--- config.mk ---
export PLATFORM = sky130hd
export DESIGN_NAME = char_lcd_transfer_sequencer_top
export DESIGN_NICKNAME = d
export VERILOG_FILES = /design/src/rtl/core/clts_pkg.sv /design/src/rtl/core/clts_front.sv /design/src/rtl/core/clts_queue.sv /design/src/rtl/core/clts_back.sv /design/src/rtl/core/char_lcd_transfer_sequencer_top.sv
export SDC_FILE = /design/constraint.sdc
export NUM_CORES = 1
export LEC_CHECK = 0
export ABC_AREA = 0
export BUFFER_PORTS_ARGS = -buffer_cell sky130_fd_sc_hd__buf_2
export CAP_MARGIN = 20
export CORE_ASPECT_RATIO = 1.2
export CORE_MARGIN = 5
export CORE_UTILIZATION = 57
export DETAILED_ROUTE_END_ITERATION = 10
export GPL_TIMING_DRIVEN = 0
export PLACE_DENSITY = 0.8
export SLEW_MARGIN = 20
export SYNTH_ARGS = -nofsm -noshare
export SYNTH_HDL_FRONTEND = slang
export SYNTH_SLANG_ARGS = --single-unit
export TNS_END_PERCENT = 30
--- constraint.sdc ---
create_clock -name clk -period 5.7 [get_ports clk]
set_input_delay 0.57 -clock clk [delete_from_list [all_inputs] [get_ports clk]]
set_output_delay 0.57 -clock clk [all_outputs]
set_load 0.1 [all_outputs]
--- src/rtl/core/clts_pkg.sv ---
`timescale 1ns / 1ps
// Shared types, codes and the transfer-step decoder for the LCD transfer sequencer.
package clts_pkg;

  // Request codes on in_cmd.
  localparam logic [2:0] CMD_INIT   = 3'd0;
  localparam logic [2:0] CMD_BYTE   = 3'd1;
  localparam logic [2:0] CMD_DATA   = 3'd2;
  localparam logic [2:0] CMD_CURSOR = 3'd3;
  localparam logic [2:0] CMD_GLYPH  = 3'd4;
  localparam logic [2:0] CMD_CLEAR  = 3'd5;
  localparam logic [2:0] CMD_HOME   = 3'd6;

  // Configuration register indexes.
  localparam logic [1:0] CFG_FOUR_BIT     = 2'd0;
  localparam logic [1:0] CFG_LINE_COUNT   = 2'd1;
  localparam logic [1:0] CFG_COLUMN_COUNT = 2'd2;
  localparam logic [1:0] CFG_TALL_FONT    = 2'd3;

  // Job kinds held in the queue.
  localparam logic [1:0] KIND_INIT   = 2'd0;
  localparam logic [1:0] KIND_SINGLE = 2'd1;
  localparam logic [1:0] KIND_GLYPH  = 2'd2;

  // Bus constants.
  localparam logic [7:0] LCD_CLEAR      = 8'h01;
  localparam logic [7:0] LCD_HOME       = 8'h02;
  localparam logic [7:0] LCD_ENTRY_MODE = 8'h06;
  localparam logic [7:0] LCD_DISP_ON    = 8'h0C;
  localparam logic [7:0] LCD_CGRAM      = 8'h40;
  localparam logic [7:0] LCD_DDRAM      = 8'h80;
  localparam logic [7:0] LCD_FUNC_SET   = 8'h20;
  localparam logic [7:0] LCD_FS_8BIT    = 8'h10;
  localparam logic [7:0] LCD_FS_2LINE   = 8'h08;
  localparam logic [7:0] LCD_FS_TALL    = 8'h04;
  localparam logic [7:0] LCD_ROW1_OFS   = 8'h40;
  localparam logic [7:0] NIB_WAKE       = 8'h03;
  localparam logic [7:0] NIB_4BIT       = 8'h02;

  // Waits in microseconds.
  localparam logic [15:0] WAIT_POWER_UP = 16'd50000;
  localparam logic [15:0] WAIT_WAKE1    = 16'd4500;
  localparam logic [15:0] WAIT_WAKE3    = 16'd150;
  localparam logic [15:0] WAIT_CLEAR    = 16'd2000;

  // Last step index of the longest job (init in four-bit mode, glyph).
  localparam logic [3:0] STEP_MAX = 4'd8;

  // Queue depth between front and back.
  localparam int Q_DEPTH = 2;
  localparam int Q_PTR_W = $clog2(Q_DEPTH);
  localparam int Q_CNT_W = $clog2(Q_DEPTH + 1);

  typedef struct packed {
    logic       four_bit;
    logic [2:0] line_count;
    logic [6:0] column_count;
    logic       tall_font;
  } cfg_t;

  typedef struct packed {
    logic [1:0]  kind;
    logic        rs;
    logic        long_wait;
    logic [7:0]  byte0;
    logic [63:0] glyph;
  } entry_t;

  // One step of a job: a byte (split in four-bit mode), a raw nibble, or a wait.
  typedef struct packed {
    logic        strobe;
    logic        is_byte;
    logic        rs;
    logic [7:0]  data;
    logic [15:0] wait_us;
    logic        last;
  } op_t;

  // Decodes step j of a queued job under the current configuration.
  function automatic op_t op_desc(entry_t e, logic [3:0] j, cfg_t cfg);
    op_t        op;
    logic [7:0] fs;
    logic [2:0] gi;
    fs = LCD_FUNC_SET;
    if (!cfg.four_bit) fs = fs | LCD_FS_8BIT;
    if (cfg.line_count > 3'd1) fs = fs | LCD_FS_2LINE;
    if (cfg.tall_font && cfg.line_count == 3'd1) fs = fs | LCD_FS_TALL;
    gi = 3'(j - 4'd1);
    op.strobe  = 1'b1;
    op.is_byte = 1'b1;
    op.rs      = 1'b0;
    op.data    = 8'h00;
    op.wait_us = 16'd0;
    op.last    = 1'b0;
    unique case (e.kind)
      KIND_INIT: begin
        if (j == 4'd0) begin
          op.strobe  = 1'b0;
          op.is_byte = 1'b0;
          op.wait_us = WAIT_POWER_UP;
        end else if (cfg.four_bit) begin
          case (j) inside
            4'd1, 4'd2: begin
              op.is_byte = 1'b0;
              op.data    = NIB_WAKE;
              op.wait_us = WAIT_WAKE1;
            end
            4'd3: begin
              op.is_byte = 1'b0;
              op.data    = NIB_WAKE;
              op.wait_us = WAIT_WAKE3;
            end
            4'd4: begin
              op.is_byte = 1'b0;
              op.data    = NIB_4BIT;
            end
            4'd5: op.data = fs;
            4'd6: op.data = LCD_DISP_ON;
            4'd7: begin
              op.data    = LCD_CLEAR;
              op.wait_us = WAIT_CLEAR;
            end
            default: begin
              op.data = LCD_ENTRY_MODE;
              op.last = 1'b1;
            end
          endcase
        end else begin
          case (j) inside
            4'd1: begin
              op.data    = fs;
              op.wait_us = WAIT_WAKE1;
            end
            4'd2: begin
              op.data    = fs;
              op.wait_us = WAIT_WAKE3;
            end
            4'd3, 4'd4: op.data = fs;
            4'd5: op.data = LCD_DISP_ON;
            4'd6: begin
              op.data    = LCD_CLEAR;
              op.wait_us = WAIT_CLEAR;
            end
            default: begin
              op.data = LCD_ENTRY_MODE;
              op.last = 1'b1;
            end
          endcase
        end
      end
      KIND_SINGLE: begin
        op.rs      = e.rs;
        op.data    = e.byte0;
        op.wait_us = e.long_wait ? WAIT_CLEAR : 16'd0;
        op.last    = 1'b1;
      end
      KIND_GLYPH: begin
        if (j == 4'd0) begin
          op.data = e.byte0;
        end else begin
          op.rs   = 1'b1;
          op.data = e.glyph[{gi, 3'b000} +: 8];
          op.last = (j == STEP_MAX);
        end
      end
      default: begin
        op.strobe  = 1'b0;
        op.is_byte = 1'b0;
        op.last    = 1'b1;
      end
    endcase
    return op;
  endfunction

endpackage

--- src/rtl/core/clts_front.sv ---
`timescale 1ns / 1ps
// Front end: accepts requests and turns them into queued jobs.
module clts_front (
  input  logic                  in_valid,
  output logic                  in_ready,
  input  logic [2:0]            in_cmd,
  input  logic [7:0]            in_value,
  input  logic [7:0]            in_column,
  input  logic [7:0]            in_row,
  input  logic [2:0]            in_slot,
  input  logic [63:0]           in_glyph_rows,
  input  clts_pkg::cfg_t        cfg,
  input  logic                  q_full,
  output logic                  q_push,
  output clts_pkg::entry_t      q_entry
);

  logic [1:0] row_clamp;
  logic [7:0] row_ofs;
  logic [7:0] addr;

  // Clamp the row to three, then to the last display line.
  always_comb begin
    row_clamp = (in_row > 8'd3) ? 2'd3 : in_row[1:0];
    if (cfg.line_count == 3'd0) begin
      row_clamp = 2'd0;
    end else if ({1'b0, row_clamp} >= cfg.line_count) begin
      row_clamp = 2'(cfg.line_count - 3'd1);
    end
    case (row_clamp)
      2'd0:    row_ofs = 8'h00;
      2'd1:    row_ofs = clts_pkg::LCD_ROW1_OFS;
      2'd2:    row_ofs = {1'b0, cfg.column_count};
      default: row_ofs = clts_pkg::LCD_ROW1_OFS + {1'b0, cfg.column_count};
    endcase
    addr = in_column + row_ofs;
  end

  // Classify the request into a job.
  always_comb begin
    q_entry.kind      = clts_pkg::KIND_SINGLE;
    q_entry.rs        = 1'b0;
    q_entry.long_wait = 1'b0;
    q_entry.byte0     = in_value;
    q_entry.glyph     = in_glyph_rows;
    unique case (in_cmd)
      clts_pkg::CMD_INIT:   q_entry.kind = clts_pkg::KIND_INIT;
      clts_pkg::CMD_BYTE:   q_entry.byte0 = in_value;
      clts_pkg::CMD_DATA:   q_entry.rs = 1'b1;
      clts_pkg::CMD_CURSOR: q_entry.byte0 = clts_pkg::LCD_DDRAM | addr;
      clts_pkg::CMD_GLYPH: begin
        q_entry.kind  = clts_pkg::KIND_GLYPH;
        q_entry.byte0 = clts_pkg::LCD_CGRAM | {2'b00, in_slot, 3'b000};
      end
      clts_pkg::CMD_CLEAR: begin
        q_entry.byte0     = clts_pkg::LCD_CLEAR;
        q_entry.long_wait = 1'b1;
      end
      clts_pkg::CMD_HOME: begin
        q_entry.byte0     = clts_pkg::LCD_HOME;
        q_entry.long_wait = 1'b1;
      end
      default: q_entry.kind = clts_pkg::KIND_SINGLE;
    endcase
  end

  // The unused code is taken and dropped.
  assign in_ready = !q_full;
  assign q_push   = in_valid && !q_full && (in_cmd <= clts_pkg::CMD_HOME);

endmodule

--- src/rtl/core/clts_queue.sv ---
`timescale 1ns / 1ps
// Short job queue between the front end and the transfer sequencer.
module clts_queue (
  input  logic                  clk,
  input  logic                  rst_n,
  input  logic                  push,
  input  clts_pkg::entry_t      push_entry,
  input  logic                  pop,
  output clts_pkg::entry_t      head,
  output logic                  full,
  output logic                  empty
);

  clts_pkg::entry_t                  mem_r [clts_pkg::Q_DEPTH];
  logic [clts_pkg::Q_PTR_W-1:0]      wr_ptr_r, wr_ptr_nxt;
  logic [clts_pkg::Q_PTR_W-1:0]      rd_ptr_r, rd_ptr_nxt;
  logic [clts_pkg::Q_CNT_W-1:0]      count_r, count_nxt;

  // Pointer and fill count update.
  always_comb begin
    wr_ptr_nxt = wr_ptr_r;
    rd_ptr_nxt = rd_ptr_r;
    count_nxt  = count_r;
    if (push) begin
      wr_ptr_nxt = (32'(wr_ptr_r) == clts_pkg::Q_DEPTH - 1) ?
                   '0 : wr_ptr_r + 1'b1;
    end
    if (pop) begin
      rd_ptr_nxt = (32'(rd_ptr_r) == clts_pkg::Q_DEPTH - 1) ?
                   '0 : rd_ptr_r + 1'b1;
    end
    if (push && !pop) count_nxt = count_r + 1'b1;
    else if (pop && !push) count_nxt = count_r - 1'b1;
  end

  always_ff @(posedge clk) begin
    if (!rst_n) begin
      wr_ptr_r <= '0;
      rd_ptr_r <= '0;
      count_r  <= '0;
    end else begin
      wr_ptr_r <= wr_ptr_nxt;
      rd_ptr_r <= rd_ptr_nxt;
      count_r  <= count_nxt;
    end
  end

  // Entry storage.
  always_ff @(posedge clk) begin
    if (push) mem_r[wr_ptr_r] <= push_entry;
  end

  assign head  = mem_r[rd_ptr_r];
  assign full  = (32'(count_r) == clts_pkg::Q_DEPTH);
  assign empty = (count_r == '0);

`ifndef SYNTHESIS
  a_no_pop_empty: assert property (@(posedge clk) disable iff (!rst_n)
    pop |-> count_r != '0) else $error("queue popped while empty");
  a_no_push_full: assert property (@(posedge clk) disable iff (!rst_n)
    push |-> 32'(count_r) != clts_pkg::Q_DEPTH) else $error("queue pushed while full");
`endif

endmodule

--- src/rtl/core/clts_back.sv ---
`timescale 1ns / 1ps
// Back end: walks each queued job and drives one bus transfer per cycle while out_ready allows.
module clts_back (
  input  logic                  clk,
  input  logic                  rst_n,
  input  clts_pkg::cfg_t        cfg,
  input  clts_pkg::entry_t      q_head,
  input  logic                  q_empty,
  output logic                  q_pop,
  output logic                  out_valid,
  input  logic                  out_ready,
  output logic                  out_strobe_res,
  output logic                  out_reg_select,
  output logic [7:0]            out_bus_data,
  output logic [15:0]           out_wait_after_us,
  output logic                  out_last
);

  logic [3:0]       step_r, step_nxt;
  logic             half_r, half_nxt;
  logic             valid_r, valid_nxt;
  logic             strobe_r, strobe_nxt;
  logic             rs_r, rs_nxt;
  logic [7:0]       data_r, data_nxt;
  logic [15:0]      wait_r, wait_nxt;
  logic             last_r, last_nxt;
  logic             adv;
  logic             split;
  clts_pkg::op_t    op;

  assign op    = clts_pkg::op_desc(q_head, step_r, cfg);
  assign split = op.is_byte && cfg.four_bit;
  assign adv   = !valid_r || out_ready;

  // Step sequencing and output register load.
  always_comb begin
    step_nxt   = step_r;
    half_nxt   = half_r;
    valid_nxt  = valid_r;
    strobe_nxt = strobe_r;
    rs_nxt     = rs_r;
    data_nxt   = data_r;
    wait_nxt   = wait_r;
    last_nxt   = last_r;
    q_pop      = 1'b0;
    if (adv) begin
      valid_nxt = !q_empty;
      if (!q_empty) begin
        strobe_nxt = op.strobe;
        rs_nxt     = op.rs;
        if (split && !half_r) begin
          // High nibble goes first with no extra wait.
          data_nxt = {4'h0, op.data[7:4]};
          wait_nxt = 16'd0;
          last_nxt = 1'b0;
          half_nxt = 1'b1;
        end else begin
          data_nxt = split ? {4'h0, op.data[3:0]} : op.data;
          wait_nxt = op.wait_us;
          last_nxt = op.last;
          half_nxt = 1'b0;
          if (op.last) begin
            step_nxt = 4'd0;
            q_pop    = 1'b1;
          end else begin
            step_nxt = step_r + 4'd1;
          end
        end
      end
    end
  end

  always_ff @(posedge clk) begin
    if (!rst_n) begin
      step_r  <= 4'd0;
      half_r  <= 1'b0;
      valid_r <= 1'b0;
    end else begin
      step_r  <= step_nxt;
      half_r  <= half_nxt;
      valid_r <= valid_nxt;
    end
  end

  always_ff @(posedge clk) begin
    strobe_r <= strobe_nxt;
    rs_r     <= rs_nxt;
    data_r   <= data_nxt;
    wait_r   <= wait_nxt;
    last_r   <= last_nxt;
  end

  assign out_valid         = valid_r;
  assign out_strobe_res    = strobe_r;
  assign out_reg_select    = rs_r;
  assign out_bus_data      = data_r;
  assign out_wait_after_us = wait_r;
  assign out_last          = last_r;

`ifndef SYNTHESIS
  a_step_range: assert property (@(posedge clk) disable iff (!rst_n)
    step_r <= clts_pkg::STEP_MAX) else $error("step index out of range");
  a_mid_job_queued: assert property (@(posedge clk) disable iff (!rst_n)
    (step_r != 4'd0 || half_r) |-> !q_empty) else $error("job left the queue early");
  a_half_four_bit: assert property (@(posedge clk) disable iff (!rst_n)
    half_r |-> cfg.four_bit) else $error("nibble split in eight-bit mode");
`endif

endmodule

--- src/rtl/core/char_lcd_transfer_sequencer_top.sv ---
`timescale 1ns / 1ps
// Top level of the character LCD transfer sequencer.
//
// Each request on the in_ channel (init, command byte, data byte, cursor,
// glyph load, clear, home) becomes a run of bus transfers on the out_
// channel, the final one flagged by out_last. A transfer is either an enable
// strobe with RS and a byte (or a nibble in four-bit mode, high nibble first)
// or a wait only; out_wait_after_us is the extra wait to hold after it.
// A request is held in the queue before its first transfer is loaded into the
// output register; transfers then follow one per cycle while out_ready is high,
// and a request makes 1 to 18 transfers (a four-bit glyph load is the longest).
// The output register is loaded by a step counter that walks the job at the
// head of a two-entry queue; the next request is taken while one is being
// sent, and the last transfer of one job is followed directly by the first
// of the next. Unused command code seven is taken and dropped.
// When out_ready is low the output register holds and the queue fills; in_ready
// drops once the queue is full. Configuration writes take effect at once; the
// user must make them while no request is in flight; the block does not enforce
// it. Synchronous reset empties the queue, clears the output and loads the
// register defaults (four-bit, one line, sixteen columns, normal font).
module char_lcd_transfer_sequencer_top (
  input  logic         clk,
  input  logic         rst_n,
  input  logic         in_valid,
  output logic         in_ready,
  input  logic [2:0]   in_cmd,
  input  logic [7:0]   in_value,
  input  logic [7:0]   in_column,
  input  logic [7:0]   in_row,
  input  logic [2:0]   in_slot,
  input  logic [63:0]  in_glyph_rows,
  output logic         out_valid,
  input  logic         out_ready,
  output logic         out_strobe_res,
  output logic         out_reg_select,
  output logic [7:0]   out_bus_data,
  output logic [15:0]  out_wait_after_us,
  output logic         out_last,
  input  logic         cfg_wr_en,
  input  logic [1:0]   cfg_index,
  input  logic [6:0]   cfg_data
);

  clts_pkg::cfg_t    cfg_r, cfg_nxt;
  clts_pkg::entry_t  push_entry;
  clts_pkg::entry_t  head;
  logic              q_push, q_pop, q_full, q_empty;

  // Configuration registers.
  always_comb begin
    cfg_nxt = cfg_r;
    if (cfg_wr_en) begin
      unique case (cfg_index)
        clts_pkg::CFG_FOUR_BIT:     cfg_nxt.four_bit     = cfg_data[0];
        clts_pkg::CFG_LINE_COUNT:   cfg_nxt.line_count   = cfg_data[2:0];
        clts_pkg::CFG_COLUMN_COUNT: cfg_nxt.column_count = cfg_data;
        clts_pkg::CFG_TALL_FONT:    cfg_nxt.tall_font    = cfg_data[0];
        default:                    cfg_nxt = cfg_r;
      endcase
    end
  end

  always_ff @(posedge clk) begin
    if (!rst_n) begin
      cfg_r.four_bit     <= 1'b1;
      cfg_r.line_count   <= 3'd1;
      cfg_r.column_count <= 7'd16;
      cfg_r.tall_font    <= 1'b0;
    end else begin
      cfg_r <= cfg_nxt;
    end
  end

  clts_front u_front (
    .in_valid      (in_valid),
    .in_ready      (in_ready),
    .in_cmd        (in_cmd),
    .in_value      (in_value),
    .in_column     (in_column),
    .in_row        (in_row),
    .in_slot       (in_slot),
    .in_glyph_rows (in_glyph_rows),
    .cfg           (cfg_r),
    .q_full        (q_full),
    .q_push        (q_push),
    .q_entry       (push_entry)
  );

  clts_queue u_queue (
    .clk        (clk),
    .rst_n      (rst_n),
    .push       (q_push),
    .push_entry (push_entry),
    .pop        (q_pop),
    .head       (head),
    .full       (q_full),
    .empty      (q_empty)
  );

  clts_back u_back (
    .clk               (clk),
    .rst_n             (rst_n),
    .cfg               (cfg_r),
    .q_head            (head),
    .q_empty           (q_empty),
    .q_pop             (q_pop),
    .out_valid         (out_valid),
    .out_ready         (out_ready),
    .out_strobe_res    (out_strobe_res),
    .out_reg_select    (out_reg_select),
    .out_bus_data      (out_bus_data),
    .out_wait_after_us (out_wait_after_us),
    .out_last          (out_last)
  );

endmodule

Yosys cells after proc, flatten, opt, wreduce, memory -nomap -nowiden:

Memories as Yosys holds them, arrays and structs flattened. A register that Yosys moved wholly into a read port is not among the register bits.
Index checks and enable logic that the tools add are counted.

* RAM bits: 152
* bits in registers: 49
* bits in read-only memories: 0
* memories kept: 1
* bits in latches: 0
* input port bits: 108
* output and inout port bits: 29
* logic and storage cells: 165

* bitwise logic cells: 2
* add/sub/neg operators: 9
* divide/modulo/power cells: 0
* order comparisons: 4
* reductions and logical operators: 33
* equal/unequal tests: 22
* $mul: 0
* muxes and demuxes: 77
* shift-type cells: 1

Memory list
* u_queue.mem_r: words 2, width 76, read ports 1, clocked after Yosys merged registers in 1, wr ports 1, RTL line clts_queue.sv:14 `clts_pkg::entry_t mem_r [clts_pkg::Q_DEPTH];`

Operators with widths (count)
* $mux W16: 10
* $shiftx A64 B7 Y8: 1
* $mux W8: 7
* $mux W11: 3
* $mux W1: 32
* $pmux W16 S2: 1
* $pmux W8 S4: 1
* $mux W25: 1
* $pmux W8 S3: 1
* $pmux W7 S3: 1
* $mux W6: 3
* $eq A4 B3 Y1 const B: 4
* $mux W4: 4
* $eq A2 B2 Y1 const B: 5
* $mux W2: 5
* $reduce_and A2 Y1: 5
* $reduce_or A2 Y1: 5
* $eq A3 B3 Y1 const B: 3
* $mux W3: 3
* $eq A4 B2 Y1 const B: 2
* $gt A8 B2 Y1 const B: 1
* $logic_not A2 Y1: 4
* $pmux W2 S2: 2
* $add A7 B7 Y7: 1
* other kinds (24): 43

Depth between registers and ports, before layout:

* depth after elaboration: 17
* gate-level depth with buffers: 17
* depth with buffers taken out: 17

Hierarchy:

A second synthesis with hierarchy kept.

* cell total of the unflattened synthesis: 699
* area total of the unflattened synthesis: 9850.7 µm²

Modules (own cells, without submodules)
* clts_queue: times used 1, area an instance 5855.6 µm², seq. area each 4664.5 µm², cells each 258
* clts_back: times used 1, area an instance 2324.7 µm², seq. area each 720.7 µm², cells each 222
* clts_front: times used 1, area an instance 1173.6 µm², seq. area each 0.0 µm², cells each 167
* char_lcd_transfer_sequencer_top: times used 1, area an instance 496.7 µm², seq. area each 240.2 µm², cells each 52

Least setup slack after synthesis:

OpenSTA, ideal clock, no wires.

* kind: register to register
* start: register u_queue.count_r[0] (netlist bit)
* end: memory u_queue.mem_r[0][0] (netlist bit) (enable)
* data arrival time: 4686 ps
* cell stages (with the launch flop): 4
* clock period less this slack: 5198 ps
* library setup time: 513 ps
* setup slack: 502 ps
* data required time: 5187 ps
* buffers on the path: 0
* path through: dfxtp_1 > nand2b_1 > nand3_1 > nor2_1

* word-level cells in the longest chain between the ends: 6

RTL lines
* start: declaration: RTL line clts_queue.sv:17 `logic [clts_pkg::Q_CNT_W-1:0] count_r, count_nxt;`
* start signal: assignment: RTL line clts_queue.sv:44 `count_r <= count_nxt;`
* $eq A2 B2 Y1: RTL line clts_queue.sv:54 `assign full = (32'(count_r) == clts_pkg::Q_DEPTH);`
* $logic_not A1 Y1
* via in_ready: RTL line char_lcd_transfer_sequencer_top.sv:25 `output logic in_ready,`
* $logic_and A1 B1 Y1 (2 in a row): RTL line clts_front.sv:69 `assign q_push = in_valid && !q_full && (in_cmd <= clts_pkg::CMD_HOME);`
* $mux W1: RTL line clts_queue.sv:50 `if (push) mem_r[wr_ptr_r] <= push_entry;`
* $mux W1 (implied by the code): RTL line clts_queue.sv:50
* end: declaration: RTL line clts_queue.sv:14

The timed path passes the listed nets, and every way through them passes these cells.

==> metrics.txt <==
RSZ-0062 raised after global routing=no; Via Count=5,615; clk_skew=0.009637 ns; # DRC=0; CTS tree=done; Cell Pwr Density=474.4 nW/um2; Inserted Diodes=0; post-synthesis cell type count=69; synth top area cells=edfxtp_1, mux4_2, dfxtp_1; Worst setup SP type=input port; Core Region=15,450 um2; EDFF count, synth=172; first-pass GRT wire length=30.43 mm; largest family of logic cells by synthesized area=multiplexers; Synth Cell Area=8891 um2; actual slew at the worst max-slew pin=0.9083 ns; status=finished clean; DIE HEIGHT=146.8 um; Ys Warns=0; flops & latches, synth=195; LEAKAGE=3.900 nW; Detailed Place HPWL=14.54 mm; area grow syn2layout=19.20%; VDD IR-drop max=0.3334 mV; clk buf depth=2; Routed Antenna Nets=0; CTS clk-pin slew, worst paths=0.07 ns; CP Class=input port to flip-flop; die area=18,210 um2; placed cell count=953; post-synthesis mux area share=12.30%; placer congestion estimate=0.8943; Synth Area in XOR/XNOR=1.646%; Root Buffer=clkbuf_16; Layout Cells excl Fill=985; Tot Pwr=5.028 mW; most common cell after layout, fill and taps aside=edfxtp_1; CTS-repair resized insts=0; leading area contributor after synthesis=edfxtp_1; headroom to the max-slew limit=39.30%; worst skew pair latency=0.43 ns; Final Slew Violations=0; MaxCap Viol Count=0; pin count of the biggest net entering global routing=30; gr usage total=22.34%; Cells after Synth=604; ratio of cells with drive above 1 in the final layout=32.05%; DRT Pass-1 Iters=6; DR iter-0 viols=427; Place WS=1.007 ns; vias per inst=5.701; fin util=68.58%; min Tclk post-route=4.263 ns; Post-synth ARST share=0%; Crit. End Element=flip-flop; setup bufs post-CTS=0; placed cell areas=9981 um2; CTS sink count=195; Initial Util=57.54%; hold crit path type=input port to flip-flop; GRT overflow=0; # rows=50; simple-gate share of the synthesized area=9.415%; Adder-Cell Fraction of Synth Area=2.899%; register area=5625 um2; Num CTS Buffers=17; Net count, final=892; commonest cells after routing, fill and taps aside=edfxtp_1, buf_2, nor2_1; FILL cells=1,071; worst endpoint required time=5.88 ns; IO Pins=137; DRT Wirelength=19.47 mm; drt wl/cell=19.76 um; Arrival @ worst endpoint=4.44 ns; Port Buffers=130; area occupied by multi-input gates=3038 um2; worst setup margin=1.437 ns; Fin. Hold Viols=0; H-tree Lvls=4; CP max FO=7; most common flop cell mapped by yosys=edfxtp_1; endpoints failing setup=0; compound-cell area share of the yosys netlist=7.487%; Tcrit/Tclk final=74.80%; vias in the first global route=5,767; post-synthesis sequential area ratio=63.27%; Synth Area per Inst=14.72 um2; CTS Hold Bufs=0; die width=124.0 um; initial antenna violation count=0; top-area cell type share of the netlist area=58.09%; post-route cell area=10,600 um2; max frequency=234.6 MHz
[power by group]
group / switching (mW) / total, mW / leakage, nW / internal [mW]
clock network: 0.554 / 1.22 / 0.296 / 0.668
logic: 1.31 / 1.92 / 1.80 / 0.608
registers: 0.0590 / 1.88 / 1.80 / 1.83
[worst paths after layout]
path | slack, ns | endpoint | startpoint | cells past startpoint
setup / recovery | 1.44 | u_queue.mem_r[1][70] | in_row[6] | 18
hold / removal | 0.32 | u_queue.mem_r[0][16] | in_glyph_rows[16] | 1
setup reg to reg | 1.44 | u_queue.count_r[1] | flip-flop | 12
hold reg to reg | 0.48 | cfg_r[5] | cfg_r[5] | 2
[area by class of cell]
class                      instances  area share (%)
sequential                       195           53.08
multi-input combinational        361           28.67
timing repair buffer             137           7.521
clock buffer                      17           4.014
tap                              208           2.456
buffer                            34           1.830
clock inverter                    15           1.795
inverter                          18          0.6375
[critical path, cell delays in order]
cell and delay, ns:
buf_2 0.10, nor4_1 0.25, nand2_1 0.14, or2_2 0.29, ha_1 0.20, or3b_4 0.38
and2_4 0.15, o311a_2 0.39, and2_1 0.21, ha_1 0.21, inv_1 0.07, fa_1 0.17
nor2b_1 0.07, nor3_1 0.20, o21bai_1 0.12, a21oi_1 0.21, xnor3_1 0.34, a221o_1 0.36
[registers in the layout, indices dropped and copies added, names as in the netlist, 2 cells and up, named ones only]
register and count:
u_queue.mem_r 152, u_back.out_wait_after_us 9, u_queue.count_r 2, u_back.out_bus_data 8
cfg_r 12, u_back.step_r 4
[synth_stat cells (5+ instances only)]
master	count
nand2b_1	8
buf_2	5
dfxtp_1	23
clkbuf_1	15
o21ai_0	24
a21oi_1	22
a31oi_1	10
mux2i_1	26
and2_1	10
mux4_2	33
xnor2_1	9
inv_1	17
nand3_1	16
nor2_1	38
nor2b_1	17
mux2_2	8
buf_4	10
o21bai_1	5
nand2_1	24
ha_1	19
nor3_1	17
edfxtp_1	172
[metrics by stage]
stage	setup TNS (ns)	hold slack, ns
final	0	0.3212
after detailed placement	0	0.4680
after global routing	0	0.3024
after floorplan	0	0.4360
after CTS	0	0.3050
after global placement	-89.86	0.4618
[cells by family after synthesis]
| logic type | after synthesis |
|---|---|
| xor gates and xnor gates | 13 |
| AOI/OAI and AO/OA | 99 |
| muxes | 67 |
| DFF | 195 |
| and+or+nand+nor | 157 |
| buffers and inverters | 52 |
| other | 1 |
| adders and majority gates | 20 |
[metal layers]
layer  track usage (%)  up-vias  wire [um]
met5                 0        -          0
met3             4.390       36        994
met2             37.89      180      10270
met4             8.329        0        556
met1             28.37     2737       7644
li1                  -     2662          -
Power figures use the tool's default switching activity.
